### config.mk
export PLATFORM = sky130hd
export DESIGN_NAME = q2e_sqrt_cell
export DESIGN_NICKNAME = d
export VERILOG_FILES = /design/src/sv/q2e_pkg.sv /design/src/sv/q2e_sqrt_cell.sv
export SDC_FILE = /design/constraint.sdc
export NUM_CORES = 1
export LEC_CHECK = 0
export BUFFER_PORTS_ARGS = -buffer_cell sky130_fd_sc_hd__buf_2
export CORE_MARGIN = 2
export CORE_UTILIZATION = 33
export CTS_BUF_LIST = sky130_fd_sc_hd__clkbuf_16
export CTS_CLUSTER_SIZE = 40
export DETAILED_ROUTE_END_ITERATION = 10
export PLACE_DENSITY_LB_ADDON = 0.05
export SLEW_MARGIN = 30
export SYNTH_ARGS = -nofsm -noshare
export SYNTH_HDL_FRONTEND = slang
export SYNTH_SLANG_ARGS = --single-unit
### constraint.sdc
create_clock -name clk -period 8.02 [get_ports clk]
set_clock_uncertainty 0.05 [all_clocks]
set_input_delay 0.802 -clock clk [delete_from_list [all_inputs] [get_ports clk]]
set_output_delay 0.802 -clock clk [all_outputs]
set_load 0.02 [all_outputs]
### src/sv/q2e_pkg.sv
// Package for the quaternion to Euler angle converter.
// Internal word widths, arctangent table and stage records shared by all modules.
// No dependencies.
package q2e_pkg;

  // Internal fixed point: products and sums in Q.28, angles in Q.24
  localparam int QI        = 28;
  localparam int QA        = 24;
  localparam int PW        = 32;   // scaled product, |p| <= 2^30
  localparam int VW        = 34;   // quadratic sums, |v| <= 2^32
  localparam int CX        = 36;   // CORDIC vector, headroom for gain
  localparam int CZ        = 28;   // CORDIC angle accumulator
  localparam int SQ_BITS   = 29;   // root bits, isqrt(2^56) = 2^28
  localparam int RW        = 57;   // square root radicand
  localparam int TABLE_LEN = 30;

  localparam longint HALF_PI_QA  = 64'sd26353589;
  localparam longint PI_Q29      = 64'sd1686629713;
  localparam longint HALF_PI_Q29 = 64'sd843314857;

  // atan(2^-i) in Q.24
  localparam logic [CZ-1:0] ATAN_TAB [0:TABLE_LEN-1] = '{
    28'd13176795, 28'd7778716, 28'd4110060, 28'd2086331, 28'd1047214,
    28'd524117,   28'd262123,  28'd131069,  28'd65536,   28'd32768,
    28'd16384,    28'd8192,    28'd4096,    28'd2048,    28'd1024,
    28'd512,      28'd256,     28'd128,     28'd64,      28'd32,
    28'd16,       28'd8,       28'd4,       28'd2,       28'd1,
    28'd0,        28'd0,       28'd0,       28'd0,       28'd0
  };

  // One CORDIC cell's view of the vector
  typedef struct packed {
    logic signed [CX-1:0] x;
    logic signed [CX-1:0] y;
    logic signed [CZ-1:0] z;
    logic                 zero;
  } cvec_t;

  // Sums and pitch flags carried alongside the square root
  typedef struct packed {
    logic signed [VW-1:0] sr;
    logic signed [VW-1:0] cr;
    logic signed [VW-1:0] sy;
    logic signed [VW-1:0] cy;
    logic signed [VW-1:0] s;
    logic                 clamp_pos;
    logic                 clamp_neg;
  } side_t;

endpackage

### src/sv/q2e_sqrt_cell.sv
// One bit of a pipelined restoring integer square root.
// Depends on q2e_pkg.
module q2e_sqrt_cell #(
  parameter int BIT = 0
) (
  input  logic                     clk,
  input  logic                     en,
  input  logic [q2e_pkg::RW-1:0]      rem_i,
  input  logic [q2e_pkg::SQ_BITS-1:0] root_i,
  output logic [q2e_pkg::RW-1:0]      rem_o,
  output logic [q2e_pkg::SQ_BITS-1:0] root_o
);
  import q2e_pkg::*;

  logic [RW+1:0]      test;
  logic [RW-1:0]      rem_nxt, rem_r;
  logic [SQ_BITS-1:0] root_nxt, root_r;

  // (root + 2^k)^2 - root^2 = root*2^(k+1) + 2^(2k)
  always_comb begin
    test = ((RW+2)'(root_i) << (BIT + 1)) + ((RW+2)'(1) << (2 * BIT));
    if ((RW+2)'(rem_i) >= test) begin
      rem_nxt  = rem_i - RW'(test);
      root_nxt = root_i | (SQ_BITS'(1) << BIT);
    end else begin
      rem_nxt  = rem_i;
      root_nxt = root_i;
    end
  end

  always_ff @(posedge clk) begin
    if (en) begin
      rem_r  <= rem_nxt;
      root_r <= root_nxt;
    end
  end

  assign rem_o  = rem_r;
  assign root_o = root_r;

endmodule

# After elaboration in Yosys (flattened, before gate mapping)
# Index checks and enable logic that the tools add are counted.
# word_totals
elab_cells,7
out_inout_bits,86
ff_bits,86
inputBits,88
# classes
muxes,1
magnitude_cmp,1
add_sub_neg,2
# ops
operator,n
57-bit by 31-bit greater-or-equal comparator with 1-bit output,1
57-bit two-way mux,1
57-bit by 31-bit subtractor with 57-bit output,1
"30-bit by 1-bit adder with 31-bit output, second input constant",1

# Longest topological paths before layout
# Gate-level depths: netlist of the first run.
# logic_depth
word_depth,3
mapped_depth,13

# Worst setup path after synthesis of the first run
# OpenSTA, ideal clock, no wires.
# synth_timing
path_type,input -> register
startpoint,input root_i[27] in the netlist's numbering
endpoint,register rem_r[14] (netlist: rem_o[14]) (data pin)
required_time_ns,7.710
path_stages,12
arrival_ns,3.124
setup_slack_ns,4.586
cell_sequence,inv_1 > ha_1 > clkbuf_1 > a21o_1 > a2111oi_4 > nand4_1 > a31oi_1 > nand2_1 > o21ai_2 > buf_6 > buf_6 > mux2_2
# synth_between
elab_chain_len,3
# synth_lines
element,line,text
start: declaration,q2e_sqrt_cell.sv:9,"input logic [q2e_pkg::SQ_BITS-1:0] root_i,"
30-bit by 1-bit adder with 31-bit output,q2e_sqrt_cell.sv:21,test = ((RW+2)'(root_i) << (BIT + 1)) + ((RW+2)'(1) << (2 * BIT));
57-bit by 31-bit greater-or-equal comparator with 1-bit output,q2e_sqrt_cell.sv:22,if ((RW+2)'(rem_i) >= test) begin
57-bit two-way mux,q2e_sqrt_cell.sv:22,
via rem_nxt[14],q2e_sqrt_cell.sv:16,"logic [RW-1:0] rem_nxt, rem_r;"
end signal: assignment,q2e_sqrt_cell.sv:33,rem_r <= rem_nxt;
end: declaration,q2e_sqrt_cell.sv:16,
# The timed path passes the listed nets, and every way through them passes these cells.
# A chain may end at the register's enable or synchronous reset.

# Final worst setup path of the first run
# layout_timing
startpoint,input rem_i[28] in the netlist's numbering
endpoint,register rem_r[51] (netlist: rem_o[51]) (data pin)
# layout_between
elab_chain_len,2
word_cells_on_any_way,3
classes_between,add/sub: 1; order compare: 1; mux: 1
# layout_lines
element,line,text
start: declaration,q2e_sqrt_cell.sv:8,"input logic [q2e_pkg::RW-1:0] rem_i,"
57-bit by 31-bit subtractor with 57-bit output / 57-bit by 31-bit greater-or-equal comparator with 1-bit output (equally long branches),"q2e_sqrt_cell.sv:23, q2e_sqrt_cell.sv:22",
57-bit two-way mux *,q2e_sqrt_cell.sv:22,
via rem_nxt[51],q2e_sqrt_cell.sv:16,
# The timed path passes the listed nets; every way through them passes the cells marked *.

==> results.md, run 1 <==
* Status: completed
* First-pass GRT wire length at roughly 24000 um
* Setup TNS at 0 ns
* Final Hold Fails at 0
* PortBufs at ~170
* F_max at roughly 0.24 GHz
* DP Wirelength at about 12000 um
* Layout cells sized above 1 at 28.5%
* Final-stage net count at ~800
* Period minus WS final at 4.19 ns
* WS Path Type: input pin to flop
* Maximum VDD drop at about 0.087 mV
* CP required at just over 8 ns
* CTS max path bufs at 2
* Synthesized area at 0.00549 sq mm
* Post-synthesis cell count at around 540
* DP Worst Slack at about 3.5 ns
* Synthesized Nets at around 660
* N_diodes at 0
* Top delay family on crit path: compound AO/OA/AOI/OAI gates
* Worst hold path type: input pin to flop
* Resized cells post-CTS at 0
* Antenna Nets Post-Route at 0
* Ports at between 150 and 200
* Fin crit share at a little over half
* Final core utilization at 41.6%
* Initial core utilization at about a third
* Remaining DRCs at 0
* Maximum Capacitance Violations at 0
* Vias at between 4000 and 5000
* Clk sinks at 86
* Crit path max fanout at between 60 and 70
* Critical Path Source Type: input pin
* WHS at 0.599 ns
* Max Slew Vio Count at 0
* DIE AREA at about 0.018 sq mm
* Post-synthesis sequential area ratio at 47.0%
* Syn Area/Cell at 10.2 sq um
* RSZ-0062 raised after global routing: false
* Die Span X at 133 um
* Site Rows at 47
* Drt via density at approximately 5
* Slew @ Worst Pin at 0.956 ns
* Main flop type after synthesis: edfxtp_1
* Core ar. at about 0.016 sq mm
* CTS tree: yes
* Crit path capture: rem_o[51]
* Die height at approximately 130 um
* Worst slew margin at around 36%
* #FFs+latches synth at 86
* Delay of the slowest critical-path stage at ~0.58 ns
* Power Dens Cells at slightly below 200 mW/mm^2
* Drt wl/cell at around 16 um
* CP endpoint kind: flop
* Critical Path, Cell by Cell: buf_2 > ha_1 > a21o_1 > a2111oi_4 > nand4_1 > a31oi_1 > nand2_1 > o21ai_4 > buf_4 > nor4b_1 > xor2_1
* H-tree Lvls at 3
* Synthesis warning total at 0
* CTS Buf Count at 9
* Worst-path clk slew at roughly 0.07 ns
* Hold-fix buffers, CTS at 0
* Fin worst setup slack at around 3.8 ns
* CP Launch Point: rem_i[28]
* Post-CTS Setup Inserts at 0
* Leak pwr at around 2.9 nW
* Count of different cell masters after synthesis at between 50 and 60
* DR iter-0 viols at 218
* Endpoints failing setup at 0
* Total Power at 0.00132 W
* Filler cell count in the final layout at between 1500 and 2000
* Vias in the first global route at 4611
* Fraction of registers with async set/reset at 0%
* Drt first pass iters at 4
* Gpl congestion at ~0.86
* Worst path arrival time at between 4 and 5 ns
* CP max-delay cell: buf_4
* Largest net degree at the start of global routing at between 60 and 70
* Final global-route overflow total at 0
* Post-synth EDFFs at 86
* Area delta synth->final at 24.4%
* Gr usage total at around 17%
* Routed wire length at between 15000 and 20000 um
* Initial antenna violation count at 1
* CTS Root Cell: clkbuf_16
* Critical path depth at 11
* WP buf/inv at 2
[how the worst min path moves through the flow]
stage | startpoint | end | slack [ns] | depth (start not counted)
5_1_grt | root_i[7] | root_o[7] | 0.58 | 1
6_report | root_i[25] | root_o[25] | 0.60 | 1
2_1_floorplan | root_i[10] | root_o[10] | 0.85 | 0
3_5_place_dp | root_i[25] | root_o[25] | 0.95 | 1
3_3_place_gp | root_i[11] | root_o[11] | 0.95 | 1
4_1_cts | root_i[7] | root_o[7] | 0.58 | 1
[through the flow]
stage               std cells  instance area [sq um]
detailed placement        912                   6540
CTS                       928                   6830
global route              928                   6830
floorplan                 538                   5490
finish                    928                   6830
global placement          912                   6540
[flip-flops by register name (all words and copies together) (netlist names)]
register / flops
root_o: 29
rem_o: 57
[metal layers]
layer  vias up  global-route usage [%]  wire [um]
met5         -                       0         12
met4         2                    4.42        102
met3         8                    3.87        684
met2       118                    27.4       7100
met1      2185                    23.4       7180
li1       2311                       -          -
[final cells by class]
class / count / area [sq um] / area share (%)
Inverter: 33 / 124 / 1.81
Sequential cell: 86 / 2580 / 37.8
Multi-Input combinational cell: 398 / 2680 / 39.2
Timing Repair Buffer: 175 / 883 / 12.9
Tap cell: 220 / 275 / 4.03
Clock inverter: 7 / 63.8 / 0.934
Clock buffer: 9 / 225 / 3.30
[cell families after synthesis]
group	Yosys count	synth area share [%]
AO/OA/AOI/OAI	125	14.4
adder cells (fa/ha/maj)	31	7.20
multiplexers	1	0.205
AND/OR/NAND/NOR	186	18.0
buffers and inverters	54	4.33
XOR/XNOR	55	8.78
flip-flops	86	47.0
[report_power, final]
part           leakage (nW)  switching [W]  internal [W]
clock network         0.142       0.000174      0.000239
logic                  1.88       0.000213      0.000120
registers             0.842      0.0000119      0.000557
[synth_stat cells (all sizes together), types with 2 or more instances]
master	instances	area [sq um]
nor2	24	90.1
nand2b	6	37.5
nand4b	3	26.3
or3	9	56.3
a21o	13	97.6
a211oi	5	37.5
ha	30	375
or4	4	33.8
nor3b	2	15.0
and4	4	35.0
nand4	8	50.1
buf	8	65.1
nand3	10	50.1
or2	3	18.8
xor2	33	289
nand2	68	255
nor3	12	60.1
o21bai	5	37.5
xnor2	22	193
edfxtp	86	2580
a31oi	5	31.3
a21boi	4	33.8
o31ai	4	35.0
a221oi	2	23.8
clkbuf	13	48.8
and3	5	31.3
a21oi	29	145
inv	33	124
nand3b	3	22.5
nor2b	2	12.5
and2	3	18.8
nor4	11	68.8
o21ai	48	244
nor4b	8	97.6
o22ai	2	12.5
[placed cells by master (no fill, tap or decap), types with 4 or more instances in the layout]
cell,n
buf_2,172
edfxtp_1,86
nand2_1,68
o21ai_0,47
inv_1,33
xor2_1,33
ha_1,30
a21oi_1,29
nor2_1,24
xnor2_1,22
a21o_1,13
nor3_1,12
nor4_1,11
nand3_1,10
or3_1,9
clkbuf_16,9
nand4_1,8
nand2b_1,6
and3_1,5
a211oi_1,5
a31oi_1,5
o21bai_1,5
nor4b_1,5
and4_1,4
(Power assumes the default switching activity.)
==> inputs of run 2 (changes only) <==
- ABC_AREA: unset -> 1
- clock period: 8.02 -> 3.9 ns (I/O delays scaled with it)
==> run 2 against run 1 <==
Routed wire length grew 68%. Setup slack got worse by 2.4 ns. Final cell count up 68%. Via count rose by 53%. Sequential share of layout area down 8.1 points. Non-clock buffer count unchanged. Die area increased by 30%. Largest cell class unchanged. Highest routed layer is now met4.
==> results.md, run 2 <==
* Most common cell after layout, fill and taps aside: nand2_1
* Maximum Capacitance Violations at 0 (unchanged)
* Vias at 7090 (+53%)
* Resized cells post-CTS at 0 (unchanged)
* Synthesized Nets at 1220 (+86%)
* Worst hold path type: input pin to flop
* Endpoints failing setup at 0 (unchanged)
* Clk sinks at 86 (unchanged)
* Largest net degree at the start of global routing at 87 (+32%)
* Final-stage net count at 1398 (+70%)
* Cell taking the most area after synthesis: edfxtp_1
* Leak pwr at 4.64 nW (+62%)
* PortBufs at 173 (unchanged)
* Hold-fix buffers, CTS at 0 (unchanged)
* Sequential cell area at 0.00258 sq mm (unchanged)
* DP Worst Slack at 0.989 ns (-2.48 ns)
* Synthesized area at 0.00721 sq mm (+31%)
* Most frequent cell after synthesis: nand2_1
* Drt first pass iters at 5 (+1)
* Initial core utilization at 33.4% (-0.099 points)
* Drt via density at 4.54 (-9.0%)
* CTS max path bufs at 2 (unchanged)
* Die height at 152 um (+14%)
* Max Slew Vio Count at 0 (unchanged)
* Status: completed
* Initial antenna violation count at 0 (-1)
* Most frequent cells in the layout: 463 x nand2_1, 221 x inv_1, 172 x buf_2
* F_max at slightly above 0.4 GHz
* Post-synth top cells: 463 x nand2_1, 221 x inv_1, 106 x nor2_1, 86 x edfxtp_1, 60 x nand3_1
* H-tree Lvls at 3 (unchanged)
* Worst-path clk slew at 0.07 ns (about the same)
* Routed wire length at 25300 um (+68%)
* Fin crit share at between 60% and 70%
* Max FFs per register at 57 (unchanged)
* Filler cell count in the final layout at 2434 (+47%)
* Post-synth EDFFs at 86 (unchanged)
* Antenna Nets Post-Route at 0 (unchanged)
* N_diodes at 0 (unchanged)
* Delay of the slowest critical-path stage at 0.38 ns (-0.20 ns)
* Maximum VDD drop at 0.179 mV (+110%)
* Critical Path Source Type: input pin
* Crit path max fanout at 41 (-37%)
* #FFs+latches synth at 86 (unchanged)
* Critical Path, Cell by Cell: buf_2 > inv_1 > ha_1 > nand2_1 > nor2_1 > inv_1 > nor2_2 > nand3_2 > nand2_2 > nand2_2 > nand2_4 > o21ai_0
* Placed Instances at 1548 (+70%)
* Syn Area/Cell at 6.55 sq um (-36%)
* Site Rows at 54 (+15%)
* Post-synthesis sequential area ratio at 35.8% (-11 points)
* DIE AREA at 0.0231 sq mm (+30%)
* Post-synth top area share at 35.8% (-11 points)
* Post-synthesis cell count at 1101 (+100%)
* First-pass GRT wire length at 38900 um (+63%)
* Main flop type after synthesis: edfxtp_1
* Drt wl/cell at 16.2 um (-0.47%)
* CTS Buf Count at 9 (unchanged)
* Final global-route overflow total at 0 (unchanged)
* Area contributors post-synth: edfxtp_1 36%, nand2_1 24%, inv_1 12%, nor2_1 5.5%, ha_1 5.2%
* Final core utilization at 40.2% (-1.4 points)
* Final Hold Fails at 0 (unchanged)
* Non-filler cells, final at 1563 (+68%)
* WS Path Type: input pin to flop
* Area delta synth->final at 20.6%
* Count of different cell masters after synthesis at 28 (-49%)
* CTS tree: yes
* Slew @ Worst Pin at 0.865 ns (-0.0911 ns)
* Post-CTS Setup Inserts at 0 (unchanged)
* DR iter-0 viols at 375 (+72%)
* Die Span X at 152 um (+14%)
* Power Dens Cells at 351 mW/mm^2 (+82%)
* Layout cells sized above 1 at 18.1% (-10 points)
* Setup TNS at 0 ns (unchanged)
* DP Wirelength at 21000 um (+79%)
* Multi-input combinational cell area at 0.00369 sq mm (+38%)
* Synthesis warning total at 0 (unchanged)
* CP required at 3.93 ns (-4.12 ns)
* Worst slew margin at 42.3% (+6.2 points)
* Core ar. at 0.0216 sq mm (+32%)
* CP max-delay cell: nand2_4
* Vias in the first global route at 6901 (+50%)
* Period minus WS final at about 2.4 ns
* Gpl congestion at 0.916 (+6.3%)
* Fraction of registers with async set/reset at 0% (unchanged)
* Fin worst setup slack at 1.47 ns (-2.36 ns)
* Remaining DRCs at 0 (unchanged)
* CTS Root Cell: clkbuf_16
* Gr usage total at 21.8% (+4.8 points)
* Total Power at 0.00305 W (+130%)
* Ports at 174 (unchanged)
* CP endpoint kind: flop
* RSZ-0062 raised after global routing: false
* Worst path arrival time at 2.46 ns (-1.76 ns)
-- run 2: cell count changes after synthesis, sizes merged, moves of 21 or more --
| cell | change |
|---|---|
| inv | +192 |
| xnor2 | -21 |
| nand3 | +51 |
| nor2 | +89 |
| nand2 | +405 |
| o21ai | -43 |
-- run 2: power breakdown --
group | internal [W] | switching (W) | leakage (nW)
registers | 0.00114 | 0.0000218 | 0.842
clock network | 0.000624 | 0.000403 | 0.160
logic | 0.000269 | 0.000595 | 3.64
-- run 2: kinds of logic after synthesis --
family / count (synthesis) / synth area share, %
buf+inv: 233 / 13.0
compound gates: 43 / 4.11
simple gates: 685 / 38.8
fa+ha+maj: 31 / 5.48
xor+xnor: 23 / 2.79
flops: 86 / 35.8
-- run 2: worst max-delay path: cells and delay by family --
| family | cells | cell delay, ns |
|---|---|---|
| AO/OA/AOI/OAI | 1 | 0.13 |
| adder cells (fa/ha/maj) | 1 | 0.36 |
| buffers and inverters | 3 | 0.24 |
| AND/OR/NAND/NOR | 7 | 1.34 |
-- run 2: metal layers --
metal	global-route usage, %	part of all wire, %	up-vias
li1	-	-	3707
met1	31.6	50	3189
met2	34.9	44	178
met3	3.37	4.4	16
met4	4.09	1.2	0
met5	0	0	-
-- run 2: worst paths after layout --
path                        from    endpoint  depth (start not counted)
worst min-delay path  root_i[10]  root_o[10]                          1
worst max-delay path  root_i[23]    rem_o[1]                         12
-- run 2: metrics by stage --
step	cell area (sq um)	hold WS (ns)
5_1_grt	8690	0.161
4_1_cts	8690	0.162
2_1_floorplan	7210	0.439
3_5_place_dp	8360	0.535
3_3_place_gp	8360	0.532
6_report	8690	0.171
-- run 2: area by class of cell --
class / count / area share (%)
Multi-Input combinational cell: 782 / 42.5
Sequential cell: 86 / 29.7
Timing Repair Buffer: 175 / 10.2
Inverter: 225 / 9.71
Tap cell: 280 / 4.03
Clock buffer: 9 / 2.59
Clock inverter: 6 / 1.27
==> inputs of run 3 (changes only) <==
- ABC_AREA: 1 -> 0
- clock period: 3.9 -> 2.5 ns (I/O delays scaled with it)
==> run 3 against run 2 <==
The run now ends with negative setup slack left. Combinational power grew 71%. Sequential power grew 57%. Clock power grew 38%. Count of clock-buffer cells in the layout is the same. Setup slack lost 1.6 ns. Sequential share of layout area shrank 0.93 points. Power grew 55%. Global-route usage shrank 1.9 points. Sequential cell count is the same. Utilization grew 14 points. Critical path depth shrank 2. Final cell count shrank 29%. Largest cell class unchanged. Largest power group unchanged.
==> results.md, run 3 (synthesized netlist as in run 1, its figures left out) <==
* Status: finished, violations left
* Violated checks: negative setup slack
* Max FFs per register at 57 (unchanged)
* Total Power at 0.00472 W (+55%)
* Final global-route overflow total at 0 (unchanged)
* Final Hold Fails at 0 (unchanged)
* CTS tree: yes
* Max Slew Vio Count at 0 (unchanged)
* Routed wire length at 18000 um (-29%)
* CTS max path bufs at 2 (unchanged)
* Maximum Capacitance Violations at 0 (unchanged)
* Placed Instances at 1068 (-31%)
* DP Wirelength at 13800 um (-35%)
* Largest net degree at the start of global routing at 47 (-46%)
* Area delta synth->final at 63.5%
* Site Rows at 47 (-13%)
* Worst path arrival time at 2.64 ns (+0.18 ns)
* Gr usage total at 19.9% (-1.9 points)
* Drt wl/cell at 16.3 um (+0.79%)
* Core ar. at 0.0164 sq mm (-24%)
* Drt via density at 4.82 (+6.2%)
* Worst slew margin at 61.7% (+19 points)
* Worst-path clk slew at 0.07 ns (about the same)
* Worst hold path type: input pin to flop
* Layout cells sized above 1 at 51.6% (+34 points)
* Most common cell after layout, fill and taps aside: buf_2
* Gpl congestion at 0.813 (-11%)
* CP required at 2.54 ns (-1.39 ns)
* Period minus WS final at approximately 2.6 ns
* Setup TNS at -1.21 ns (-1.21 ns)
* Final-stage net count at 998 (-29%)
* Die Span X at 133 um (-12%)
* Crit path max fanout at 7 (-83%)
* F_max at between 0.3 and 0.4 GHz
* Leak pwr at 3.88 nW (-16%)
* Initial core utilization at 33.5% (+0.099 points)
* DIE AREA at 0.0177 sq mm (-23%)
* Endpoints failing setup at 41 (+41)
* Vias at 5318 (-25%)
* CP Launch Point: rem_i[33]
* Fin crit share at 104%
* Ports at 174 (unchanged)
* Non-filler cells, final at 1104 (-29%)
* Remaining DRCs at 0 (unchanged)
* Clk sinks at 86 (unchanged)
* Antenna Nets Post-Route at 0 (unchanged)
* First-pass GRT wire length at 27800 um (-29%)
* Most frequent cells in the layout: 168 x buf_2, 163 x buf_4, 86 x edfxtp_1
* Die height at 133 um (-12%)
* N_diodes at 0 (unchanged)
* Drt first pass iters at 5 (unchanged)
* CTS Buf Count at 9 (unchanged)
* Fin worst setup slack at -0.102 ns (-1.57 ns)
* Critical Path Source Type: input pin
* Power Dens Cells at 526 mW/mm^2 (+50%)
* Crit path capture: rem_o[14]
* Initial antenna violation count at 0 (unchanged)
* RSZ-0062 raised after global routing: true
* CTS Root Cell: clkbuf_16
* Vias in the first global route at 5380 (-22%)
* DR iter-0 viols at 269 (-28%)
* CP endpoint kind: flop
* Slew @ Worst Pin at 0.574 ns (-0.291 ns)
* PortBufs at 173 (unchanged)
* WS Path Type: input pin to flop
* H-tree Lvls at 3 (unchanged)
* Hold path depth at 1 (unchanged)
* Maximum VDD drop at 0.324 mV (+81%)
run 3: cell count changes in the layout (fill, tap and decap cells not counted), moves of 10 or more:
cell,delta
o21ai_0,+27
nand3_1,-52
nor2_1,-85
ha_1,-17
buf_4,+161
inv_1,-191
ha_4,+15
nand2_1,-397
xnor2_1,+21
xor2_1,+11
a21o_1,+13
a21oi_2,-10
run 3: critical path, stage by stage:
cell and delay [ns]:
buf_6 0.09, or4_4 0.55, a2111oi_4 0.39, nand4_1 0.22, a31oi_4 0.26, nand2_4 0.10
o21ai_4 0.19, buf_12 0.14, buf_12 0.12, mux2_4 0.30
run 3: worst min-delay path by stage:
stage / endpoint / startpoint / slack [ns]
final: root_o[7] / root_i[7] / 0.04
after global routing: root_o[1] / root_i[1] / 0.02
after CTS: root_o[7] / root_i[7] / 0.02
after detailed placement: root_o[7] / root_i[7] / 0.39
after global placement: root_o[2] / root_i[2] / 0.39
after floorplan: root_o[10] / root_i[10] / 0.30
run 3: power breakdown:
group	leakage (nW)	internal, W	switching (W)
Sequential	0.842	0.00179	0.0000373
Clock	0.165	0.000863	0.000557
Combinational	2.87	0.000665	0.000815
run 3: layer usage:
metal  routed length (um)  part of all wire (%)  GRT usage [%]  vias up
met2                 8850                    49           33.3      117
met1                 8240                    46           26.8     2525
li1                     -                     -              -     2663
met3                  698                   3.9           3.10       13
met4                  204                   1.1           5.68        0
met5                    0                     0              0        -
run 3: metrics by stage:
stage / setup slack, ns / area [sq um] / hold WS [ns] / util [%]
4_1_cts: -0.0371 / 8450 / 0.0248 / 51.5
3_5_place_dp: -0.773 / 7900 / 0.392 / 48.2
3_3_place_gp: -0.824 / 7900 / 0.394 / 48.2
6_report: -0.102 / 8980 / 0.0370 / 54.7
5_1_grt: -0.172 / 8980 / 0.0225 / 54.7
2_1_floorplan: -0.272 / 5650 / 0.299 / -
run 3: layout make-up:
class                   instances  area, sq um
fillers                      1515         7430
inverters                      33          129
well taps                     220          275
multi-input cells             399         3290
repair buffers                350         2390
clock inverters                 7         83.8
flip-flops and latches         86         2580
clock buffers                   9          225
run 3: what timing repair did:
item	4_1_cts	5_1_grt
resized for setup	32	79
hold endpoints to repair	0	0
gates cloned	2	2
endpoints found under the setup margin	51	58
hold buffers	0	0
pin swaps	10	22
buffers inserted	4	13
